## config.mk

```make
export PLATFORM = sky130hd
export DESIGN_NAME = kth_smallest_select
export DESIGN_NICKNAME = d
export VERILOG_FILES = /design/src/hdl/kss_pkg.sv /design/src/hdl/kss_mem.sv /design/src/hdl/kth_smallest_select.sv
export VERILOG_INCLUDE_DIRS = /design/src /design/src/hdl
export SDC_FILE = /design/constraint.sdc
export NUM_CORES = 2
export LEC_CHECK = 0
export ABC_AREA = 1
export ABC_CLOCK_PERIOD_IN_PS = 4600
export BUFFER_PORTS_ARGS = -buffer_cell sky130_fd_sc_hd__buf_4
export CAP_MARGIN = 5
export CORE_ASPECT_RATIO = 2
export CORE_MARGIN = 4
export CORE_UTILIZATION = 62
export DETAILED_ROUTE_END_ITERATION = 6
export GPL_TIMING_DRIVEN = 0
export PLACE_DENSITY_LB_ADDON = 0.1
export SLEW_MARGIN = 20
export SYNTH_ARGS = -nofsm -noshare
export SYNTH_HDL_FRONTEND = slang
export SYNTH_SLANG_ARGS = --single-unit
```

## constraint.sdc

```tcl
create_clock -name clk -period 4.6 [get_ports clk]
set_input_delay 0.92 -clock clk [delete_from_list [all_inputs] [get_ports clk]]
set_output_delay 0.92 -clock clk [all_outputs]
set_load 0.02 [all_outputs]
```

## src/hdl/assert_macros.svh

```systemverilog
// Assertion macros shared by the RTL of the kth_smallest_select block.
// Each macro wraps one concurrent assertion clocked on clk, off during reset.
`ifndef ASSERT_MACROS_SVH
`define ASSERT_MACROS_SVH

// The consequent must hold in the same cycle as the antecedent.
`define KSS_ASSERT_SAME(label, ante, cons, msg) \
	label: assert property (@(posedge clk) disable iff (!arst_n) (ante) |-> (cons)) \
		else $error(msg);

// The consequent must hold in the cycle after the antecedent.
`define KSS_ASSERT_NEXT(label, ante, cons, msg) \
	label: assert property (@(posedge clk) disable iff (!arst_n) (ante) |=> (cons)) \
		else $error(msg);

`endif

```

## src/hdl/kss_pkg.sv

```systemverilog
// Package for the kth_smallest_select block: fixed field widths and data types.
// Used by kss_mem and kth_smallest_select; depends on nothing.
`default_nettype none

package kss_pkg;
	localparam int DATA_W = 32;
	localparam int RANK_W = 7;

	typedef logic [DATA_W-1:0] data_t;
	typedef logic [RANK_W-1:0] rank_t;
endpackage

`default_nettype wire

```

## src/hdl/kss_mem.sv

```systemverilog
// Element store of the kth_smallest_select block: one write port, one read port,
// read data registered. Depends on kss_pkg.
`default_nettype none

module kss_mem #(
	parameter int DEPTH = 64,
	parameter int AW = 6
) (
	input  wire logic          clk,
	input  wire logic          wr_en,
	input  wire logic [AW-1:0] wr_addr,
	input  wire kss_pkg::data_t wr_data,
	input  wire logic          rd_en,
	input  wire logic [AW-1:0] rd_addr,
	output kss_pkg::data_t     rd_data
);

	kss_pkg::data_t mem_q [DEPTH];
	kss_pkg::data_t rd_data_q;

	always_ff @(posedge clk) begin
		if (wr_en) begin
			mem_q[wr_addr] <= wr_data;
		end
	end

	always_ff @(posedge clk) begin
		if (rd_en) begin
			rd_data_q <= mem_q[rd_addr];
		end
	end

	assign rd_data = rd_data_q;

endmodule

`default_nettype wire

```

## src/hdl/kth_smallest_select.sv

```systemverilog
// Top level of the kth_smallest_select block: load control and quickselect sequencer.
// Depends on kss_pkg, kss_mem and assert_macros.svh.
//
// Usage. Elements arrive on the item channel (item_valid/item_ready) and are
// written to the element store at one transfer per cycle while the block is idle.
// The transfer with is_last high also carries query_rank, the 1-based rank k.
// Elements offered once MAX_ITEMS are held are dropped and flag overflow.
// After the last element the block runs Lomuto partitioning in place over the
// store, pivot at the end of the current range, narrowing the bounds each pass.
// Each scanned element is read and tested; one that is swapped is written back
// with its partner in turn, as the store has a single read and a single write
// port. A bad rank (zero, or above the count) skips the selection and answers
// with value zero once the output register is free.
// The result stands on the result channel (result_valid/result_ready) in an
// output register; while the receiver stalls, the next set may start loading and
// a finished selection waits for the register to free up. item_ready is low
// during selection. Reset empties the set and the output register; the store
// content is not cleared.
`default_nettype none
`include "assert_macros.svh"

module kth_smallest_select #(
	parameter int MAX_ITEMS = 64
) (
	input  wire logic                 clk,
	input  wire logic                 arst_n,
	input  wire logic                 item_valid,
	output logic                      item_ready,
	input  wire logic signed [31:0]   element_value,
	input  wire logic                 is_last,
	input  wire logic [6:0]           query_rank,
	output logic                      result_valid,
	input  wire logic                 result_ready,
	output logic signed [31:0]        kth_value,
	output logic                      rank_error,
	output logic                      overflow
);

	localparam int AW = (MAX_ITEMS > 1) ? $clog2(MAX_ITEMS) : 1;
	localparam int CW = $clog2(MAX_ITEMS + 1);
	localparam int KW = (kss_pkg::RANK_W > CW) ? kss_pkg::RANK_W : CW;
	localparam logic [CW-1:0] MAX_CNT = CW'(MAX_ITEMS);

	typedef enum logic [3:0] {
		S_IDLE,
		S_CHECK,
		S_PIVOT,
		S_SCAN,
		S_TEST,
		S_SWAP_A,
		S_SWAP_B,
		S_FIN_A,
		S_FIN_B,
		S_DECIDE,
		S_LAST,
		S_FINISH
	} state_t;

	state_t            state_q;
	logic [CW-1:0]     count_q;
	logic              ovf_seen_q;
	logic [AW-1:0]     lo_q;
	logic [AW-1:0]     hi_q;
	logic [AW-1:0]     j_q;
	logic [AW-1:0]     dst_q;
	logic [CW-1:0]     rr_q;
	kss_pkg::data_t    pivot_q;
	kss_pkg::data_t    vj_q;
	kss_pkg::data_t    res_q;
	logic              err_q;
	logic              ovf_res_q;
	logic              out_valid_q;
	kss_pkg::data_t    out_value_q;
	logic              out_err_q;
	logic              out_ovf_q;

	logic              wr_en;
	logic [AW-1:0]     wr_addr;
	kss_pkg::data_t    wr_data;
	logic              rd_en;
	logic [AW-1:0]     rd_addr;
	kss_pkg::data_t    rd_data;

	logic              item_fire;
	logic              has_room;
	logic [CW-1:0]     new_count;
	logic              bad_rank;
	logic              le_pivot;
	logic [CW-1:0]     pos_rank;
	logic              out_free;

	kss_mem #(
		.DEPTH (MAX_ITEMS),
		.AW    (AW)
	) u_mem (
		.clk     (clk),
		.wr_en   (wr_en),
		.wr_addr (wr_addr),
		.wr_data (wr_data),
		.rd_en   (rd_en),
		.rd_addr (rd_addr),
		.rd_data (rd_data)
	);

	assign item_ready = (state_q == S_IDLE);
	assign item_fire  = item_valid && item_ready;
	assign has_room   = (count_q < MAX_CNT);
	assign new_count  = has_room ? (count_q + CW'(1)) : count_q;
	assign bad_rank   = (query_rank == '0) || (KW'(query_rank) > KW'(new_count));
	assign le_pivot   = ($signed(rd_data) <= $signed(pivot_q));
	assign pos_rank   = CW'(dst_q) - CW'(lo_q) + CW'(1);
	assign out_free   = !out_valid_q || result_ready;

	always_comb begin
		wr_en   = 1'b0;
		wr_addr = '0;
		wr_data = '0;
		rd_en   = 1'b0;
		rd_addr = '0;
		case (state_q)
			S_IDLE: begin
				wr_en   = item_fire && has_room;
				wr_addr = count_q[AW-1:0];
				wr_data = kss_pkg::data_t'(element_value);
			end
			S_CHECK: begin
				rd_en   = 1'b1;
				rd_addr = (lo_q < hi_q) ? hi_q : lo_q;
			end
			S_SCAN: begin
				if (j_q != hi_q) begin
					rd_en   = 1'b1;
					rd_addr = j_q;
				end else if (dst_q != hi_q) begin
					rd_en   = 1'b1;
					rd_addr = dst_q;
				end
			end
			S_TEST: begin
				if (le_pivot && (dst_q != j_q)) begin
					rd_en   = 1'b1;
					rd_addr = dst_q;
				end
			end
			S_SWAP_A: begin
				wr_en   = 1'b1;
				wr_addr = j_q;
				wr_data = rd_data;
			end
			S_SWAP_B: begin
				wr_en   = 1'b1;
				wr_addr = dst_q;
				wr_data = vj_q;
			end
			S_FIN_A: begin
				wr_en   = 1'b1;
				wr_addr = hi_q;
				wr_data = rd_data;
			end
			S_FIN_B: begin
				wr_en   = 1'b1;
				wr_addr = dst_q;
				wr_data = pivot_q;
			end
			default: begin
				wr_en = 1'b0;
				rd_en = 1'b0;
			end
		endcase
	end

	always_ff @(posedge clk or negedge arst_n) begin
		if (!arst_n) begin
			state_q     <= S_IDLE;
			count_q     <= '0;
			ovf_seen_q  <= 1'b0;
			lo_q        <= '0;
			hi_q        <= '0;
			j_q         <= '0;
			dst_q       <= '0;
			rr_q        <= '0;
			pivot_q     <= '0;
			vj_q        <= '0;
			res_q       <= '0;
			err_q       <= 1'b0;
			ovf_res_q   <= 1'b0;
			out_valid_q <= 1'b0;
			out_value_q <= '0;
			out_err_q   <= 1'b0;
			out_ovf_q   <= 1'b0;
		end else begin
			if (out_valid_q && result_ready) begin
				out_valid_q <= 1'b0;
			end
			case (state_q)
				S_IDLE: begin
					if (item_fire) begin
						if (!has_room) begin
							ovf_seen_q <= 1'b1;
						end
						count_q <= new_count;
						if (is_last) begin
							count_q    <= '0;
							ovf_seen_q <= 1'b0;
							ovf_res_q  <= ovf_seen_q || !has_room;
							err_q      <= bad_rank;
							res_q      <= '0;
							lo_q       <= '0;
							hi_q       <= AW'(new_count - CW'(1));
							rr_q       <= CW'(query_rank);
							state_q    <= bad_rank ? S_FINISH : S_CHECK;
						end
					end
				end
				S_CHECK: begin
					state_q <= (lo_q < hi_q) ? S_PIVOT : S_LAST;
				end
				S_PIVOT: begin
					pivot_q <= rd_data;
					j_q     <= lo_q;
					dst_q   <= lo_q;
					state_q <= S_SCAN;
				end
				S_SCAN: begin
					if (j_q != hi_q) begin
						state_q <= S_TEST;
					end else if (dst_q != hi_q) begin
						state_q <= S_FIN_A;
					end else begin
						state_q <= S_DECIDE;
					end
				end
				S_TEST: begin
					vj_q <= rd_data;
					if (le_pivot && (dst_q != j_q)) begin
						state_q <= S_SWAP_A;
					end else begin
						if (le_pivot) begin
							dst_q <= dst_q + AW'(1);
						end
						j_q     <= j_q + AW'(1);
						state_q <= S_SCAN;
					end
				end
				S_SWAP_A: begin
					state_q <= S_SWAP_B;
				end
				S_SWAP_B: begin
					dst_q   <= dst_q + AW'(1);
					j_q     <= j_q + AW'(1);
					state_q <= S_SCAN;
				end
				S_FIN_A: begin
					state_q <= S_FIN_B;
				end
				S_FIN_B: begin
					state_q <= S_DECIDE;
				end
				S_DECIDE: begin
					if (rr_q == pos_rank) begin
						res_q   <= pivot_q;
						state_q <= S_FINISH;
					end else if (rr_q < pos_rank) begin
						hi_q    <= dst_q - AW'(1);
						state_q <= S_CHECK;
					end else begin
						lo_q    <= dst_q + AW'(1);
						rr_q    <= rr_q - pos_rank;
						state_q <= S_CHECK;
					end
				end
				S_LAST: begin
					res_q   <= rd_data;
					state_q <= S_FINISH;
				end
				S_FINISH: begin
					if (out_free) begin
						out_valid_q <= 1'b1;
						out_value_q <= res_q;
						out_err_q   <= err_q;
						out_ovf_q   <= ovf_res_q;
						state_q     <= S_IDLE;
					end
				end
				default: begin
					state_q <= S_IDLE;
				end
			endcase
		end
	end

	assign result_valid = out_valid_q;
	assign kth_value    = $signed(out_value_q);
	assign rank_error   = out_err_q;
	assign overflow     = out_ovf_q;

	`KSS_ASSERT_SAME(a_count_bound, 1'b1, count_q <= MAX_CNT, "element count exceeds store depth")
	`KSS_ASSERT_SAME(a_bounds_order,
		(state_q == S_CHECK) || (state_q == S_PIVOT) || (state_q == S_SCAN),
		(lo_q <= hi_q) && (j_q <= hi_q || state_q != S_SCAN),
		"selection bounds out of order")
	`KSS_ASSERT_SAME(a_rank_in_range, (state_q == S_CHECK),
		(rr_q != '0) && (CW'(rr_q - CW'(1)) <= CW'(CW'(hi_q) - CW'(lo_q))),
		"remaining rank outside the current range")
	`KSS_ASSERT_SAME(a_result_source, $rose(result_valid), $past(state_q == S_FINISH),
		"result presented without a finished selection")

endmodule

`default_nettype wire
```

[Yosys cells after proc, flatten, opt, wreduce, memory -nomap -nowiden]
Memories as Yosys holds them, arrays and structs flattened. A register that Yosys moved wholly into a read port is not among the register bits.
Index checks and enable logic that the tools add are counted.
Word-level totals
  memories kept: 1
  input bits: 44
  memory bits (writable): 2048
  register bits after elaboration: 176
Memory list
  u_mem.mem_q: depth 64, width 32, rd ports 1, clocked after memory_dff 1, wr ports 1, line kss_mem.sv:18  | kss_pkg::data_t mem_q [DEPTH];
Cells by class
  add/sub/neg operators: 8
  muxes and demuxes: 55
  eq/ne operators: 25
  order comparisons: 5
  reduce and logical (&&, ||, !) cells: 28
Operator list (number)
  one-hot mux 32 bit (4 select lines): 1
  2-to-1 mux 32 bit: 3
  one-hot mux 32 bit (3 select lines): 1
  2-to-1 mux 6 bit: 15
  one-hot mux 6 bit (3 select lines): 3
  one-hot mux 4 bit (11 select lines): 1
  2-to-1 mux 7 bit: 6
  <= comparator 32 bit: 1
  2-to-1 mux 4 bit: 8
  one-hot mux 6 bit (2 select lines): 2
  one-hot mux 6 bit (4 select lines): 1
  inequality test 6 bit: 3
  equality test 4 x 3 -> 1 bit, second input constant: 4
  equality test 4 bit, second input constant: 4
  inequality test 2 bit, second input constant: 8
  adder 7 x 1 -> 7 bit, second input constant: 2
  one-hot mux 7 bit (2 select lines): 1
  adder 6 x 1 -> 6 bit, second input constant: 2
  AND reduction 3 bit: 4
  subtractor 6 x 1 -> 6 bit, second input constant: 2
  2-to-1 mux 1 bit: 10
  AND reduction 5 bit: 2
  equality test 4 x 2 -> 1 bit, second input constant: 2
  equality test 7 bit: 1
  22 further kinds: 34

[Longest topological paths before layout]
  word-level depth: 8
  mapped depth: 28
  mapped depth without buffers: 25

[Cells and area by module]
From an unflattened synthesis, not the netlist that was laid out.
Unflattened totals
  cell total of the unflattened synthesis: 8106
  area total of the unflattened synthesis: 93589.8 µm²
Modules (own cells, without submodules)
  kss_mem: cells an instance 6769, area an instance 83058.4 µm², instances 1
  kth_smallest_select: cells an instance 1337, area an instance 10531.4 µm², instances 1

[Worst setup path after synthesis]
Ideal clock, no wire load.
  path type: register to register
  start: register state_q[1]
  end: memory u_mem.mem_q[0][0] (netlist bit), enable pin
  library setup time: 0.421 ns
  data required time: 4.179 ns
  period minus slack after synthesis: 3.937 ns
  path slack: 0.663 ns
  stages on the path, launching flop included: 10
  arrival: 3.516 ns
  cell sequence: dfrtp_1 > nor2_1 > inv_1 > nor2_2 > inv_1 > nor2_2 > inv_1 > o211ai_1 > nand4_1 > nor2_1
Between the ends
  longest elaborated chain between the ends: 6
  elaborated cells between the ends (all ways): 13
RTL lines
  start, declared: line kth_smallest_select.sv:59  | state_t state_q;
  start signal, assigned: line kth_smallest_select.sv:211  | state_q <= bad_rank ? S_FINISH : S_CHECK;
  start signal, assigned: line kth_smallest_select.sv:216  | state_q <= (lo_q < hi_q) ? S_PIVOT : S_LAST;
  parallel branches: the longest is 6 deep, another holds equality test 4 bit
  end, declared: line kss_mem.sv:18
Several ways; the timed one is not identified.

[Worst setup path in the final report]
  start: register u_mem.rd_data_q[31], in the netlist u_mem.rd_data[31] (read register of u_mem.mem_q)
  end: register u_mem.rd_data_q[3], in the netlist u_mem.rd_data[3] (read register of u_mem.mem_q), data pin
Between the ends
  longest elaborated chain between the ends: 4
  elaborated cells between the ends (all ways): 6
RTL lines
  start, declared: line kss_mem.sv:19  | kss_pkg::data_t rd_data_q;
  <= comparator 32 bit *: line kth_smallest_select.sv:110  | assign le_pivot = ($signed(rd_data) <= $signed(pivot_q));
  logical AND 1 bit *: line kth_smallest_select.sv:140  | if (le_pivot && (dst_q != j_q)) begin
  2-to-1 mux 6 bit or 2-to-1 mux 1 bit (tied branches): line kth_smallest_select.sv:140
  one-hot mux 6 bit (3 select lines) or one-hot mux 1 bit (3 select lines) (tied branches): line kth_smallest_select.sv:120  | case (state_q)
Every way passes the cells marked *; elsewhere a longest branch is shown, timed or not.
A chain may end at the register's enable or synchronous reset.

==> flow_metrics.py <==
metrics = {
    "yosys": {
        "synth.top_cell.area_share_pct": 61.6,
        "netlist_area_um2": 101000,
        "yosysUniqueCellTypes": 50,
        "synthFlopType": "edfxtp_1",
        "yosys_warnings": 0,
        "synth.net_count": 9410,
        "syn_inst": 9298,
        "ys_seq_area_share_pct": 65.9,
        "yosysMostFrequentCell": "edfxtp_1",
        "async_flop_share_pct": 7.80,
        "synth-seq-cells": 2256,
        "synth_edf_count": 2080,
        "synth_common_cells": "2080 x edfxtp_1, 2072 x nand3_1, 1460 x nand2_1, 1348 x inv_1, 896 x nand3b_1",
        "syn_area_per_cell_um2": 10.9,
        "synthTopCellsByArea": "edfxtp_1 62%, nand3_1 10%, nand3b_1 6.6%, nand2_1 5.4%, inv_1 5.0%",
        "yosysTopAreaCell": "edfxtp_1",
    },
    "pwr": {
        "leakagePower_nw": 47.0,
        "clkPwrFrac_pct": 21.7,
        "combPwrFrac_pct": 43.9,
        "seqPwrFrac_pct": 34.3,
        "ir_drop_mv": 0.595,
        "switching_power_w": 0.0332,
        "p_int_w": 0.0452,
        "p_per_area_nw_per_um2": 654,
        "swShare_pct": 42.3,
    },
    "worst_setup_path": {
        "reg2regPathDepth": 20,
        "r2r_end": "u_mem.rd_data[3]",
        "cp-start-kind": "register",
        "critPathArrivalTime_ps": 5400,
        "worstPathRequired_ps": 5240,
        "crit_path_end_kind": "register",
        "timing.rr.start": "u_mem.rd_data[31]",
        "cp_max_fo": 10,
        "critPathKind": "register to register",
        "ff2ff_setup_slack_ps": -160,
    },
    "clock_tree": {
        "cts_sinks": 2256,
        "cts_tree": "built",
        "clockBufferDepth": 4,
        "cts_made_buffers": 198,
        "cts_max_level": 4,
        "insertion_delay_ps": 870,
        "root_buffer": "clkbuf_16",
        "clk_pin_slew_ps": 70,
    },
    "floorplanning": {
        "coreArea_um2": 162000,
        "rows": 209,
        "dieArea_um2": 170000,
        "die_h_um": 580,
        "initial_core_util_pct": 62.4,
        "pin_count": 80,
        "die_w_um": 294,
    },
    "min_path": {
        "min_path_type": "input pin to asynchronous set/reset pin",
    },
    "place": {
        "portBuffers": 79,
        "finalWeightedCongestion": 1.09,
        "dp_hpwl_um": 280000,
        "dpl.cell_count": 11679,
    },
    "grt": {
        "grt_pass1_vias": 75105,
        "antenna_found_initial": 34,
        "track_usage_pct": 43.8,
        "grt_pass1_wl_um": 525000,
        "grt_overflow": 0,
        "grt_max_degree": 100,
    },
    "timing": {
        "final_hold_viol_count": 0,
        "post-route-period-util_pct": 103,
        "setup_viol": 27,
        "post-route-min-period_ps": 4760,
        "worstMarginPinSlew_ps": 1140,
        "tns_ps": -1320,
        "drv_slew": 0,
        "finClkSkew_ps": 40.3,
        "max_slew_margin_pct": 24.2,
        "rsz0062_at_grt": "true",
        "worst_slack_ps": -157,
        "max_freq_mhz": 210,
    },
    "final_layout": {
        "instances_no_fill": 12097,
        "fill_cells": 10830,
        "layout-drive-gt1-share_pct": 14.8,
        "area_growth_pct": 18.1,
        "layout.nets": 9924,
    },
    "drt": {
        "dr.max_layer_used": "met5",
        "m1WireLength_um": 106000,
        "drtIter0Drc": 9351,
        "vias_per_cell": 6.40,
        "vias": 77384,
        "finalWirelength_um": 379000,
        "ant_nets": 0,
        "wl_met2_um": 179000,
        "drcViolationCount": 59,
        "first_pass_iters": 7,
        "wl_met3_um": 36300,
        "wire_per_inst_um": 31.3,
    },
    "outcome": {
        "failed_checks": "DRC, setup timing",
        "status": "finished with violations",
    },
    "job": {
        "cap_violations": 0,
    },
}
-- kinds of logic (layout without fill, tap and decap cells) --
group	after synthesis	count (layout)	share of synthesized area [%]
and+or+nand+nor	4652	4653	23.2
adders and majority gates	68	68	0.854
xor gates and xnor gates	29	29	0.250
muxes	1	1	0.0111
buffers and inverters	1959	2627	7.83
AOI/OAI and AO/OA	333	333	1.91
other	0	20	0
DFF	2256	2256	65.9
-- power by group through the flow --
stage               Clock, W  Sequential (W)  Combinational [W]
CTS                   0.0170          0.0269             0.0314
finish                0.0170          0.0269             0.0344
floorplan                  0          0.0277             0.0139
detailed placement         0          0.0273             0.0304
global route          0.0177          0.0270             0.0350
global placement           0          0.0288             0.0267
-- final cells by class --
| cell class | instances | area [um2] | share of cell area [%] |
|---|---|---|---|
| Tap cell | 2110 | 2640 | 2.20 |
| Multi-Input combinational cell | 5084 | 29500 | 24.6 |
| Clock inverter | 123 | 1260 | 1.05 |
| Timing Repair Buffer | 314 | 5660 | 4.72 |
| Antenna cell | 20 | 50.0 | 0.0418 |
| Sequential cell | 2256 | 66900 | 55.8 |
| Inverter | 1353 | 5080 | 4.24 |
| Buffer | 605 | 3600 | 3.01 |
| Clock buffer | 232 | 5150 | 4.30 |
-- worst max path at each step --
stage	slack, ps	start	cells after the start	endpoint
after global routing	-220	pivot_q[31]	23	u_mem.rd_data[9]
final	-160	u_mem.rd_data[31]	20	u_mem.rd_data[3]
after CTS	-100	pivot_q[31]	24	u_mem.rd_data[6]
after floorplan	660	state_q[1]	9	u_mem.mem_q[0][0]
after global placement	-4710	state_q[3]	6	u_mem.mem_q[31][12]
after detailed placement	-1140	pivot_q[31]	20	u_mem.rd_data[2]
-- state kept, by name (all words and copies together) (netlist names), 4 cells and up --
name / cells
dst_q: 6
rr_q: 7
res_q: 32
u_mem.rd_data: 32
hi_q: 6
u_mem.mem_q: 2048
kth_value: 32
j_q: 6
state_q: 4
vj_q: 32
lo_q: 6
pivot_q: 32
count_q: 7
-- worst max-delay path, cell delays in order, from the launching register on --
cell and delay (ps):
edfxtp_1 450, ha_4 330, nand2_1 120, nor2_2 160, nand4_1 280, nor2_4 280, buf_4 140, nand4_1 130
nand3_4 170, nand4_1 310, buf_6 300, buf_12 190, buf_8 180, buf_4 200, nand3b_1 180, nand3_1 100
nand3_1 130, nand3_2 210, nand3_1 170, nand3_2 180, nand2_1 310
-- repair_timing --
item / in CTS / in global routing
endpoints found under the hold margin: 0 / 0
resized for setup: 382 / 358
endpoints found under the setup margin: 1062 / 781
buffers inserted: 22 / 20
pin swaps: 10 / 22
hold buffers: 0 / 0
gates cloned: 0 / 2
-- routing by layer --
| metal | vias to the layer above | GRT usage (%) |
|---|---|---|
| li1 | 33032 | - |
| met1 | 36936 | 42.2 |
| met2 | 5369 | 70.4 |
| met3 | 2039 | 11.2 |
| met4 | 8 | 51.4 |
| met5 | - | 0 |
-- placed cells by master (no fill, tap or decap), types with 47 or more instances in the layout --
cell type	netlist	final
clkbuf_1	212	112
nand3b_1	896	896
buf_4	7	165
clkinv_2	0	47
o21ai_0	153	152
o22ai_1	47	47
dfrtp_1	176	175
nand3_4	0	62
buf_12	0	78
clkbuf_16	0	202
nand2_1	1460	1457
inv_1	1348	1347
nand3_2	3	184
ha_1	66	65
nor2_1	184	114
a21oi_1	68	65
buf_2	259	188
nor2_4	0	67
buf_6	31	47
clkbuf_2	1	134
nand3_1	2072	1829
edfxtp_1	2080	2080
buf_16	0	115
clkbuf_4	0	52
-- stage by stage --
step                      setup WS [ps]  power (W)  hold WS [ps]  instance area, um2  util (%)
after floorplan                     663     0.0415           453              101000         -
after global placement            -4710     0.0554           466              105000      64.4
after detailed placement          -1140     0.0577           473              110000      68.0
after CTS                         -95.1     0.0752          48.0              118000      72.8
after global routing               -221     0.0796          99.9              120000      73.7
final                              -157     0.0783          34.5              120000      73.8
Note: power is estimated with default switching activity, not from simulation.
